$ cat config.mk
export PLATFORM = sky130hd
export DESIGN_NAME = divider_timer_with_delayed_reload
export DESIGN_NICKNAME = d
export VERILOG_FILES = /design/src/rtl/dtimer_pkg.sv /design/src/rtl/divider_timer_with_delayed_reload.sv /design/src/rtl/dtimer_core.sv
export SDC_FILE = /design/constraint.sdc
export NUM_CORES = 1
export LEC_CHECK = 0
export ABC_AREA = 1
export BUFFER_PORTS_ARGS = -buffer_cell sky130_fd_sc_hd__buf_2
export CAP_MARGIN = 0
export CORE_MARGIN = 5
export CORE_UTILIZATION = 34
export DETAILED_ROUTE_END_ITERATION = 8
export GPL_ROUTABILITY_DRIVEN = 0
export PLACE_DENSITY_LB_ADDON = 0.2
export SLEW_MARGIN = 20
export SYNTH_ARGS = -nofsm -noshare
export SYNTH_HDL_FRONTEND = slang
export SYNTH_SLANG_ARGS = --single-unit
export TNS_END_PERCENT = 10
$ cat constraint.sdc
create_clock -name clock -period 2.2 [get_ports clock]
set_clock_uncertainty 0.1 [all_clocks]
set_input_delay 0.11 -clock clock [delete_from_list [all_inputs] [get_ports clock]]
set_output_delay 0.11 -clock clock [all_outputs]
set_load 0.01 [all_outputs]
$ cat src/rtl/dtimer_pkg.sv
package dtimer_pkg;

   localparam int CounterBits = 14;
   localparam int DivLsb = 6;
   localparam logic [2:0] ReloadDelay = 3'd4;

   localparam logic [2:0] CmdTick = 3'd0;
   localparam logic [2:0] CmdWriteDiv = 3'd1;
   localparam logic [2:0] CmdWriteTima = 3'd2;
   localparam logic [2:0] CmdWriteTac = 3'd3;
   localparam logic [2:0] CmdWriteTma = 3'd4;

   localparam logic [1:0] RateBit9 = 2'd0;
   localparam logic [1:0] RateBit3 = 2'd1;
   localparam logic [1:0] RateBit5 = 2'd2;
   localparam logic [1:0] RateBit7 = 2'd3;

   typedef struct packed {
      logic [2:0] cmd;
      logic [7:0] write_data;
   } req_type;

   typedef struct packed {
      logic [7:0] div_value;
      logic [7:0] tima_value;
      logic [7:0] tma_value;
      logic [2:0] tac_value;
      logic       timer_irq;
   } rsp_type;

   // counter bit watched for the given rate select
   function automatic logic sel_bit(input logic [CounterBits-1:0] cnt,
                                    input logic [1:0] rate);
      logic b;
      case (rate)
         RateBit9: b = cnt[9];
         RateBit3: b = cnt[3];
         RateBit5: b = cnt[5];
         RateBit7: b = cnt[7];
         default:  b = 1'b0;
      endcase
      return b;
   endfunction

endpackage

$ cat src/rtl/divider_timer_with_delayed_reload.sv
// Channel  | Signals                                                        | Moves
// ---------+----------------------------------------------------------------+---------------------
// request  | req_valid req_ready req_cmd req_write_data                     | tick or reg write
// response | rsp_valid rsp_ready rsp_{div,tima,tma,tac}_value rsp_timer_irq | DIV/TIMA/TMA/TAC, irq
//
// One request per cycle sustained while rsp_ready holds; a response passes through the request
// register, then the timer update into the response register, before it is valid.
// Synchronous reset clears counter, TIMA, TMA, TAC and the pending reload.
// A stalled response holds the pipeline; the request register still drains into an
// empty response slot, so back-pressure reaches req_ready only when both are full.
module divider_timer_with_delayed_reload
   import dtimer_pkg::*;
(
   input  logic       clock,
   input  logic       reset,
   input  logic       req_valid,
   output logic       req_ready,
   input  logic [2:0] req_cmd,
   input  logic [7:0] req_write_data,
   output logic       rsp_valid,
   input  logic       rsp_ready,
   output logic [7:0] rsp_div_value,
   output logic [7:0] rsp_tima_value,
   output logic [7:0] rsp_tma_value,
   output logic [2:0] rsp_tac_value,
   output logic       rsp_timer_irq
);

   logic    in_valid_ff, in_valid_in;
   req_type in_item_ff, in_item_in;
   logic    out_valid_ff, out_valid_in;
   rsp_type out_rsp_ff, out_rsp_in;
   logic    advance;
   rsp_type core_rsp;

   // move the held request into the response slot when that slot frees up
   assign advance   = in_valid_ff && (!out_valid_ff || rsp_ready);
   assign req_ready = !in_valid_ff || advance;

   always_comb begin
      in_valid_in = in_valid_ff;
      in_item_in  = in_item_ff;
      if (advance) begin
         in_valid_in = 1'b0;
      end
      if (req_valid && req_ready) begin
         in_valid_in     = 1'b1;
         in_item_in.cmd  = req_cmd;
         in_item_in.write_data = req_write_data;
      end
   end

   always_comb begin
      out_valid_in = out_valid_ff;
      out_rsp_in   = out_rsp_ff;
      if (out_valid_ff && rsp_ready) begin
         out_valid_in = 1'b0;
      end
      if (advance) begin
         out_valid_in = 1'b1;
         out_rsp_in   = core_rsp;
      end
   end

   // timer state advances exactly once per request, as it enters the response slot
   dtimer_core u_core (
      .clock   (clock),
      .reset   (reset),
      .step_en (advance),
      .item    (in_item_ff),
      .result  (core_rsp)
   );

   always_ff @(posedge clock) begin
      if (reset) begin
         in_valid_ff  <= 1'b0;
         out_valid_ff <= 1'b0;
      end else begin
         in_valid_ff  <= in_valid_in;
         out_valid_ff <= out_valid_in;
      end
   end

   // payload: no reset needed
   always_ff @(posedge clock) begin
      in_item_ff <= in_item_in;
      out_rsp_ff <= out_rsp_in;
   end

   assign rsp_valid      = out_valid_ff;
   assign rsp_div_value  = out_rsp_ff.div_value;
   assign rsp_tima_value = out_rsp_ff.tima_value;
   assign rsp_tma_value  = out_rsp_ff.tma_value;
   assign rsp_tac_value  = out_rsp_ff.tac_value;
   assign rsp_timer_irq  = out_rsp_ff.timer_irq;

endmodule

$ cat src/rtl/dtimer_core.sv
module dtimer_core
   import dtimer_pkg::*;
(
   input  logic    clock,
   input  logic    reset,
   input  logic    step_en,
   input  req_type item,
   output rsp_type result
);

   logic [CounterBits-1:0] cnt_ff, cnt_in;
   logic                   prev_ff, prev_in;
   logic [7:0]             tima_ff, tima_in;
   logic [7:0]             tma_ff, tma_in;
   logic [2:0]             tac_ff, tac_in;
   logic                   pending_ff, pending_in;
   logic [2:0]             countdown_ff, countdown_in;
   logic                   irq;
   logic                   do_edge;
   logic                   from_tick;
   logic                   cur_bit;
   logic                   incr;

   always_comb begin
      cnt_in       = cnt_ff;
      prev_in      = prev_ff;
      tima_in      = tima_ff;
      tma_in       = tma_ff;
      tac_in       = tac_ff;
      pending_in   = pending_ff;
      countdown_in = countdown_ff;
      irq          = 1'b0;
      do_edge      = 1'b0;
      from_tick    = 1'b0;
      cur_bit      = 1'b0;
      incr         = 1'b0;

      case (item.cmd)
         CmdTick: begin
            // pending reload counts down before the counter moves
            if (pending_ff) begin
               if (countdown_ff <= 3'd1) begin
                  countdown_in = 3'd0;
                  tima_in      = tma_ff;
                  pending_in   = 1'b0;
                  irq          = 1'b1;
               end else begin
                  countdown_in = countdown_ff - 3'd1;
               end
            end
            cnt_in    = cnt_ff + CounterBits'(1);
            do_edge   = 1'b1;
            from_tick = 1'b1;
         end
         CmdWriteDiv: begin
            cnt_in  = '0;
            do_edge = 1'b1;
         end
         CmdWriteTima: begin
            tima_in = item.write_data;
            prev_in = sel_bit(cnt_ff, tac_ff[1:0]);
         end
         CmdWriteTac: begin
            tac_in  = item.write_data[2:0];
            do_edge = 1'b1;
         end
         CmdWriteTma: begin
            tma_in = item.write_data;
         end
         default: begin
         end
      endcase

      if (do_edge) begin
         cur_bit = sel_bit(cnt_in, tac_in[1:0]);
         incr    = prev_ff & ~cur_bit & tac_in[2];
         if (incr) begin
            tima_in = tima_in + 8'd1;
            if (tima_in == 8'd0 && from_tick) begin
               pending_in   = 1'b1;
               countdown_in = ReloadDelay;
            end
         end
         prev_in = cur_bit;
      end
   end

   always_ff @(posedge clock) begin
      if (reset) begin
         cnt_ff       <= '0;
         prev_ff      <= 1'b0;
         tima_ff      <= '0;
         tma_ff       <= '0;
         tac_ff       <= '0;
         pending_ff   <= 1'b0;
         countdown_ff <= ReloadDelay;
      end else if (step_en) begin
         cnt_ff       <= cnt_in;
         prev_ff      <= prev_in;
         tima_ff      <= tima_in;
         tma_ff       <= tma_in;
         tac_ff       <= tac_in;
         pending_ff   <= pending_in;
         countdown_ff <= countdown_in;
      end
   end

   assign result.div_value  = cnt_in[DivLsb +: 8];
   assign result.tima_value = tima_in;
   assign result.tma_value  = tma_in;
   assign result.tac_value  = tac_in;
   assign result.timer_irq  = irq;

   a_irq_only_on_tick: assert property (@(posedge clock) disable iff (reset)
      step_en && result.timer_irq |-> item.cmd == CmdTick && pending_ff)
      else $error("reload fired outside a pending tick");

   a_countdown_bound: assert property (@(posedge clock) disable iff (reset)
      countdown_ff <= ReloadDelay)
      else $error("reload countdown beyond its start value");

   a_write_keeps_pending: assert property (@(posedge clock) disable iff (reset)
      step_en && item.cmd != CmdTick |=> pending_ff == $past(pending_ff))
      else $error("register write changed the pending reload");

   a_fire_loads_tma: assert property (@(posedge clock) disable iff (reset)
      step_en && result.timer_irq && !incr |-> result.tima_value == tma_ff)
      else $error("reload did not load the modulo value");

endmodule

## After elaboration in Yosys (flattened, before gate mapping)

Index checks and enable logic that the tools add are counted.

- Muxes and demuxes: 32
- Bitwise logic cells: 3
- Eq/ne operators: 10
- Add/sub/neg operators: 3
- Reductions and logical operators: 20
- Order comparisons: 1

Operators by type and width:

| kind | count |
|---|---|
| $mux W8 | 5 |
| $pmux W14 S2 | 1 |
| $mux W3 | 7 |
| $mux W1 | 16 |
| $pmux W8 S2 | 1 |
| $add A14 B1 Y14 const B | 1 |
| $add A8 B1 Y8 const B | 1 |
| $eq A2 B2 Y1 const B | 4 |
| $logic_not A8 Y1 | 1 |
| $pmux W1 S4 | 2 |
| $reduce_bool A2 Y1 | 4 |
| $eq A3 B2 Y1 const B | 2 |
| $reduce_and A2 Y1 | 3 |
| $eq A2 B1 Y1 const B | 2 |
| $logic_and A1 B1 Y1 | 4 |
| $logic_not A2 Y1 | 2 |
| $eq A3 B1 Y1 const B | 1 |
| $eq A3 B3 Y1 const B | 1 |
| $le A3 B1 Y1 const B | 1 |
| $logic_not A3 Y1 | 1 |
| $reduce_or A3 Y1 | 1 |
| $sub A3 B1 Y3 const B | 1 |
| $and A1 B1 Y1 | 2 |
| $logic_not A1 Y1 | 2 |
| other kinds (2) | 3 |

- Input bits: 15
- Word-level logic and storage cells: 86
- Output and inout bits: 30
- Bits in registers: 79

## Longest topological paths before layout

- Word-level depth: 10
- Mapped depth: 17
- Depth with buffers taken out: 17

## Hierarchy

Synthesis repeated with hierarchy kept, for this count alone.

- Cell total of the unflattened synthesis: 505
- Area, all modules: 4142.7 um^2

Modules (own cells, without submodules):

| module | sequential area each (um^2) | area each (um^2) | cells an instance | instances |
|---|---|---|---|---|
| dtimer_core | 760.7 | 2880.3 | 454 | 1 |
| divider_timer_with_delayed_reload | 1211.2 | 1262.5 | 51 | 1 |

## Least setup slack after synthesis

No wires, ideal clock.

- Path type: reg-to-reg
- Start: register u_core.countdown_ff[1]
- End: register u_core.countdown_ff[0]
- Clock period less this slack: 2.363 ns
- Path buffers: 0
- Path slack: -0.163 ns
- Setup time: 0.132 ns
- Stages on the path, launching flop included: 17
- Required time: 1.968 ns
- Arrival time: 2.131 ns
- Cells stage by stage: dfxtp_1 -> inv_1 -> ha_1 -> o21bai_1 -> nand3_1 -> nand2_1 -> nand3_1 -> nand3_1 -> ha_1 -> nand2_1 -> nand2_1 -> nor2_1 -> nand3_1 -> nor2_1 -> nand3_1 -> nand2_1 -> a21oi_2

- Cells in the longest elaborated chain, start to end: 10
- Elaborated cells on any way between the ends: 13
- Classes of those cells: 1 x add/sub; 1 x order compare; 9 x mux; 2 x reduce/logical

RTL lines:

| element | line | source |
|---|---|---|
| start, declared | dtimer_core.sv:17 | `logic [2:0] countdown_ff, countdown_in;` |
| start signal, assigned | dtimer_core.sv:96 | `countdown_ff <= ReloadDelay;` |
| start signal, assigned | dtimer_core.sv:104 | `countdown_ff <= countdown_in;` |
| $le A3 B1 Y1 (*) | dtimer_core.sv:42 | `if (countdown_ff <= 3'd1) begin` |
| $mux W8 | dtimer_core.sv:42 |  |
| $mux W8 | dtimer_core.sv:41 | `if (pending_ff) begin` |
| $pmux W8 S2 | dtimer_core.sv:38 | `case (item.cmd)` |
| $add A8 B1 Y8 | dtimer_core.sv:78 | `tima_in = tima_in + 8'd1;` |
| $logic_not A8 Y1 | dtimer_core.sv:79 | `if (tima_in == 8'd0 && from_tick) begin` |
| $logic_and A1 B1 Y1 | dtimer_core.sv:79 |  |
| $mux W3 | dtimer_core.sv:79 |  |
| $mux W3 | dtimer_core.sv:77 | `if (incr) begin` |
| $mux W3 (*) | dtimer_core.sv:74 | `if (do_edge) begin` |

Every way passes the cells marked *; elsewhere a longest branch is shown, timed or not.
A chain may end at the register's enable or synchronous reset.

## Worst setup path after layout

- Start: register u_core.countdown_ff[0]
- End: register u_core.countdown_ff[1]

- Cells in the longest elaborated chain, start to end: 10
- Elaborated cells on any way between the ends: 14
- Classes of those cells: 2 x add/sub; 1 x order compare; 9 x mux; 2 x reduce/logical

RTL lines:

| element | line |
|---|---|
| $le A3 B1 Y1 | dtimer_core.sv:42 |
| $mux W8 | dtimer_core.sv:42 |
| $mux W8 | dtimer_core.sv:41 |
| $pmux W8 S2 | dtimer_core.sv:38 |
| $add A8 B1 Y8 | dtimer_core.sv:78 |
| $logic_not A8 Y1 | dtimer_core.sv:79 |
| $logic_and A1 B1 Y1 | dtimer_core.sv:79 |
| $mux W3 | dtimer_core.sv:79 |
| $mux W3 | dtimer_core.sv:77 |
| $mux W3 (*) | dtimer_core.sv:74 |

Marks and branches as above.

==> flow_metrics.py <==
metrics = {
    "synthesis": {
        "synth_nets": 503,
        "synth_ff_type": "dfxtp_1",
        "synthMuxAreaShare": 0,
        "synth_compound_area_frac": 0.154,
        "synth_fa_ha_area_frac": 0.0161,
        "syn_inst": 483,
        "syn-cell-area_sq_um": 3900,
        "ys_warn_count": 0,
        "synth_seq_cells": 79,
        "synth_xor_area_frac": 0.00899,
        "yosys-top-cells-area": "edfxtp_1, dfxtp_1, nand2_1",
        "postSynthAreaPerCell_sq_um": 8.07,
        "yosys.area.top_type_share": 0.300,
        "async_flop_share": 0,
        "synth_edf_count": 39,
        "synth_top_family_by_area": "simple AND/OR/NAND/NOR gates",
        "yosysUniqueCellTypes": 34,
        "yosysTopAreaCell": "edfxtp_1",
        "synth_simple_gate_area_share": 0.214,
        "yosysSeqAreaShare": 0.506,
    },
    "worst_hold_path": {
        "hold_depth": 2,
        "hold_path.class": "input pin to flop",
        "holdPathEnd": "u_core.cnt_ff[1]",
        "min_from": "reset",
    },
    "clock_network": {
        "cts_sinks": 79,
        "cts_tree": "built",
        "cts_max_path_buffers": 2,
        "cts.root.buffer_cell": "clkbuf_16",
        "worstSkewPairLatency_ns": 0.33,
        "numCtsBuffers": 9,
        "clk_pin_slew_ns": 0.06,
        "htreeDepth": 3,
    },
    "run": {
        "drv_cap": 0,
    },
    "routing": {
        "drc_errors": 0,
        "vias": 3502,
        "viasPerCell": 4.68,
        "drt_pre_antenna_iters": 5,
        "m1WireLength_mm": 4.61,
        "top_layer": "met4",
        "wl_met3_microns": 510,
        "postRouteAntennaNets": 0,
        "wl_met2_mm": 4.69,
        "routed_wl_mm": 9.91,
        "drt_iter0_drc": 247,
        "detail_route.wl_per_cell_microns": 13.2,
    },
    "worst_setup_path": {
        "cp-end-kind": "flop",
        "start_kind": "flop",
        "worst_r2r_path_depth": 15,
        "required_ns": 2.32,
        "crit_slowest_cell": "dfxtp_1",
        "r2r-start": "u_core.countdown_ff[0]",
        "critPathKind": "flop to flop",
        "rrSetupSlack_ns": -0.07,
        "path_max_fanout": 3,
        "critPathMaxStageDelay_ns": 0.38,
        "reg2reg_to": "u_core.countdown_ff[1]",
        "cp_cell_sequence": "ha_4 > o21bai_1 > nand3_2 > nand2_2 > nand3_4 > a21oi_4 > buf_4 > ha_1 > nand2_1 > nor2_1 > nand3_1 > nor2_2 > nand3_2 > nand2_2 > a21oi_2",
        "cp.arrival_ns": 2.39,
    },
    "final_layout": {
        "multi_input_area_sq_um": 1760,
        "fin_nets": 620,
        "finish.utilization": 0.480,
        "layout_commonest_cell": "inv_1",
        "seq_area_sq_um": 1980,
        "diodes": 0,
        "n_fill_cell": 1111,
        "mostFrequentLayoutCells": "inv_1, nand2_1, buf_4, buf_2, a21oi_1",
        "fin_cells": 748,
        "drive_above_1_share": 0.316,
        "area_growth_pct": 39.4,
    },
    "power": {
        "p_leak_nw": 2.46,
        "power_w": 0.00388,
        "ir_drop_mv": 0.443,
        "power_density_nw_per_um2": 714,
    },
    "die": {
        "dieArea_sq_um": 13700,
        "fp-row-count": 39,
        "ios": 45,
        "initial_core_util": 0.344,
        "coreArea_sq_um": 11300,
        "die_w_microns": 117,
        "dieHeight_microns": 117,
    },
    "sta": {
        "clock.fmax_mhz": 440,
        "grt_setup_unrepaired": "yes",
        "fin_crit_ns": 2.27,
        "finalSetupViolCount": 3,
        "slew_viol_final": 0,
        "fin_hold_ws_ns": 0.105,
        "slew_headroom": 0.720,
        "period_share": 1.03,
        "setup_ws_ns": -0.0711,
        "hold_viol": 0,
        "tightest_slew_ns": 0.419,
    },
    "grt": {
        "grt_pass1_wl_mm": 16.2,
        "grt_pass1_vias": 3449,
        "grt_max_degree": 39,
        "antenna_found_initial": 0,
        "grt_usage": 0.149,
        "grt_overflow_total": 0,
    },
    "status": {
        "status": "finished, violations left",
        "violations": "negative setup slack",
    },
    "place": {
        "place_inst": 710,
        "io_buffers": 44,
        "place_hpwl_mm": 6.73,
    },
}
[critical path, delay by kind of cell, from the launching register on]
| kind | cells | cell delay (ns) |
|---|---|---|
| AO/OA/AOI/OAI | 3 | 0.35 |
| adder cells (fa/ha/maj) | 2 | 0.28 |
| buffers and inverters | 1 | 0.14 |
| AND/OR/NAND/NOR | 9 | 0.90 |
| flip-flops | 1 | 0.38 |
[where the power goes]
part	internal (W)	switching, W
combinational	0.000213	0.000306
sequential	0.00164	0.0000404
clock	0.00110	0.000580
total	0.00295	0.000926
[synth_stat cells (2+ instances only)]
| master | number |
|---|---|
| o21ai_2 | 3 |
| o21ai_0 | 43 |
| ha_1 | 5 |
| a21oi_2 | 3 |
| nor2_1 | 34 |
| o21bai_1 | 3 |
| xor2_1 | 2 |
| dfxtp_1 | 40 |
| nor2_2 | 3 |
| edfxtp_1 | 39 |
| inv_2 | 5 |
| xnor2_1 | 2 |
| nand2_4 | 2 |
| nand2_2 | 7 |
| o211ai_1 | 2 |
| nand2_1 | 86 |
| clkbuf_1 | 8 |
| o22ai_1 | 5 |
| buf_1 | 2 |
| nand4_1 | 5 |
| inv_1 | 85 |
| nor3_1 | 6 |
| nand3_1 | 34 |
| a21oi_1 | 41 |
| nand3_2 | 3 |
| o21ai_1 | 7 |
[flip-flops by register name, summed over array words and instances, names as in the netlist, 3 cells and up]
name / flops
rsp_div_value: 8
u_core.tac_ff: 3
u_core.countdown_ff: 3
rsp_tac_value: 3
u_core.tima_ff: 8
rsp_tma_value: 8
u_core.cnt_ff: 14
u_core.tma_ff: 8
in_item_ff: 11
rsp_tima_value: 8
[stage by stage]
stage | setup WS (ns) | TNS (ns) | cell area (sq um)
finish | -0.0711 | -0.173 | 5430
CTS | -0.0181 | -0.0398 | 5230
global placement | -0.0419 | -0.0749 | 4670
floorplan | -0.104 | -0.263 | 3920
global route | -0.223 | -1.86 | 5430
detailed placement | -0.135 | -0.477 | 4670
[timing repair]
item                                   CTS  global route
gates cloned                             0             1
setup endpoints to repair               13            27
hold buffers                            14             0
pin swaps                                8            21
buffers inserted                         3             4
resized for setup                       13            58
endpoints found under the hold margin   13             0
[cell families after synthesis]
family | after synthesis
AOI/OAI and AO/OA | 110
xor gates and xnor gates | 4
buffers and inverters | 102
adders and majority gates | 5
DFF | 79
and+or+nand+nor | 183
[how the worst max path moves through the flow]
stage                             end  slack, ns                    from  cells after the start
2_1_floorplan  u_core.countdown_ff[0]      -0.10          in_item_ff[10]                     15
3_3_place_gp   u_core.countdown_ff[0]      -0.04  u_core.countdown_ff[1]                     17
3_5_place_dp   u_core.countdown_ff[0]      -0.13  u_core.countdown_ff[1]                     17
4_1_cts             u_core.cnt_ff[12]      -0.02        u_core.cnt_ff[1]                     14
5_1_grt        u_core.countdown_ff[1]      -0.22  u_core.countdown_ff[0]                     17
6_report       u_core.countdown_ff[1]      -0.07  u_core.countdown_ff[0]                     15
[final cells by class]
class                      count  area share
multi-input combinational    303       0.324
inverter                      90      0.0636
tap                          143      0.0329
timing repair buffer         117       0.153
clock buffer                   9      0.0415
sequential                    79       0.365
clock inverter                 7      0.0205
[layer usage]
| metal | global-route usage | vias to the layer above |
|---|---|---|
| li1 | - | 1816 |
| met1 | 0.199 | 1604 |
| met4 | 0.0497 | 0 |
| met5 | 0 | - |
| met3 | 0.0319 | 5 |
| met2 | 0.242 | 77 |
Note: power is estimated with default switching activity, not from simulation.
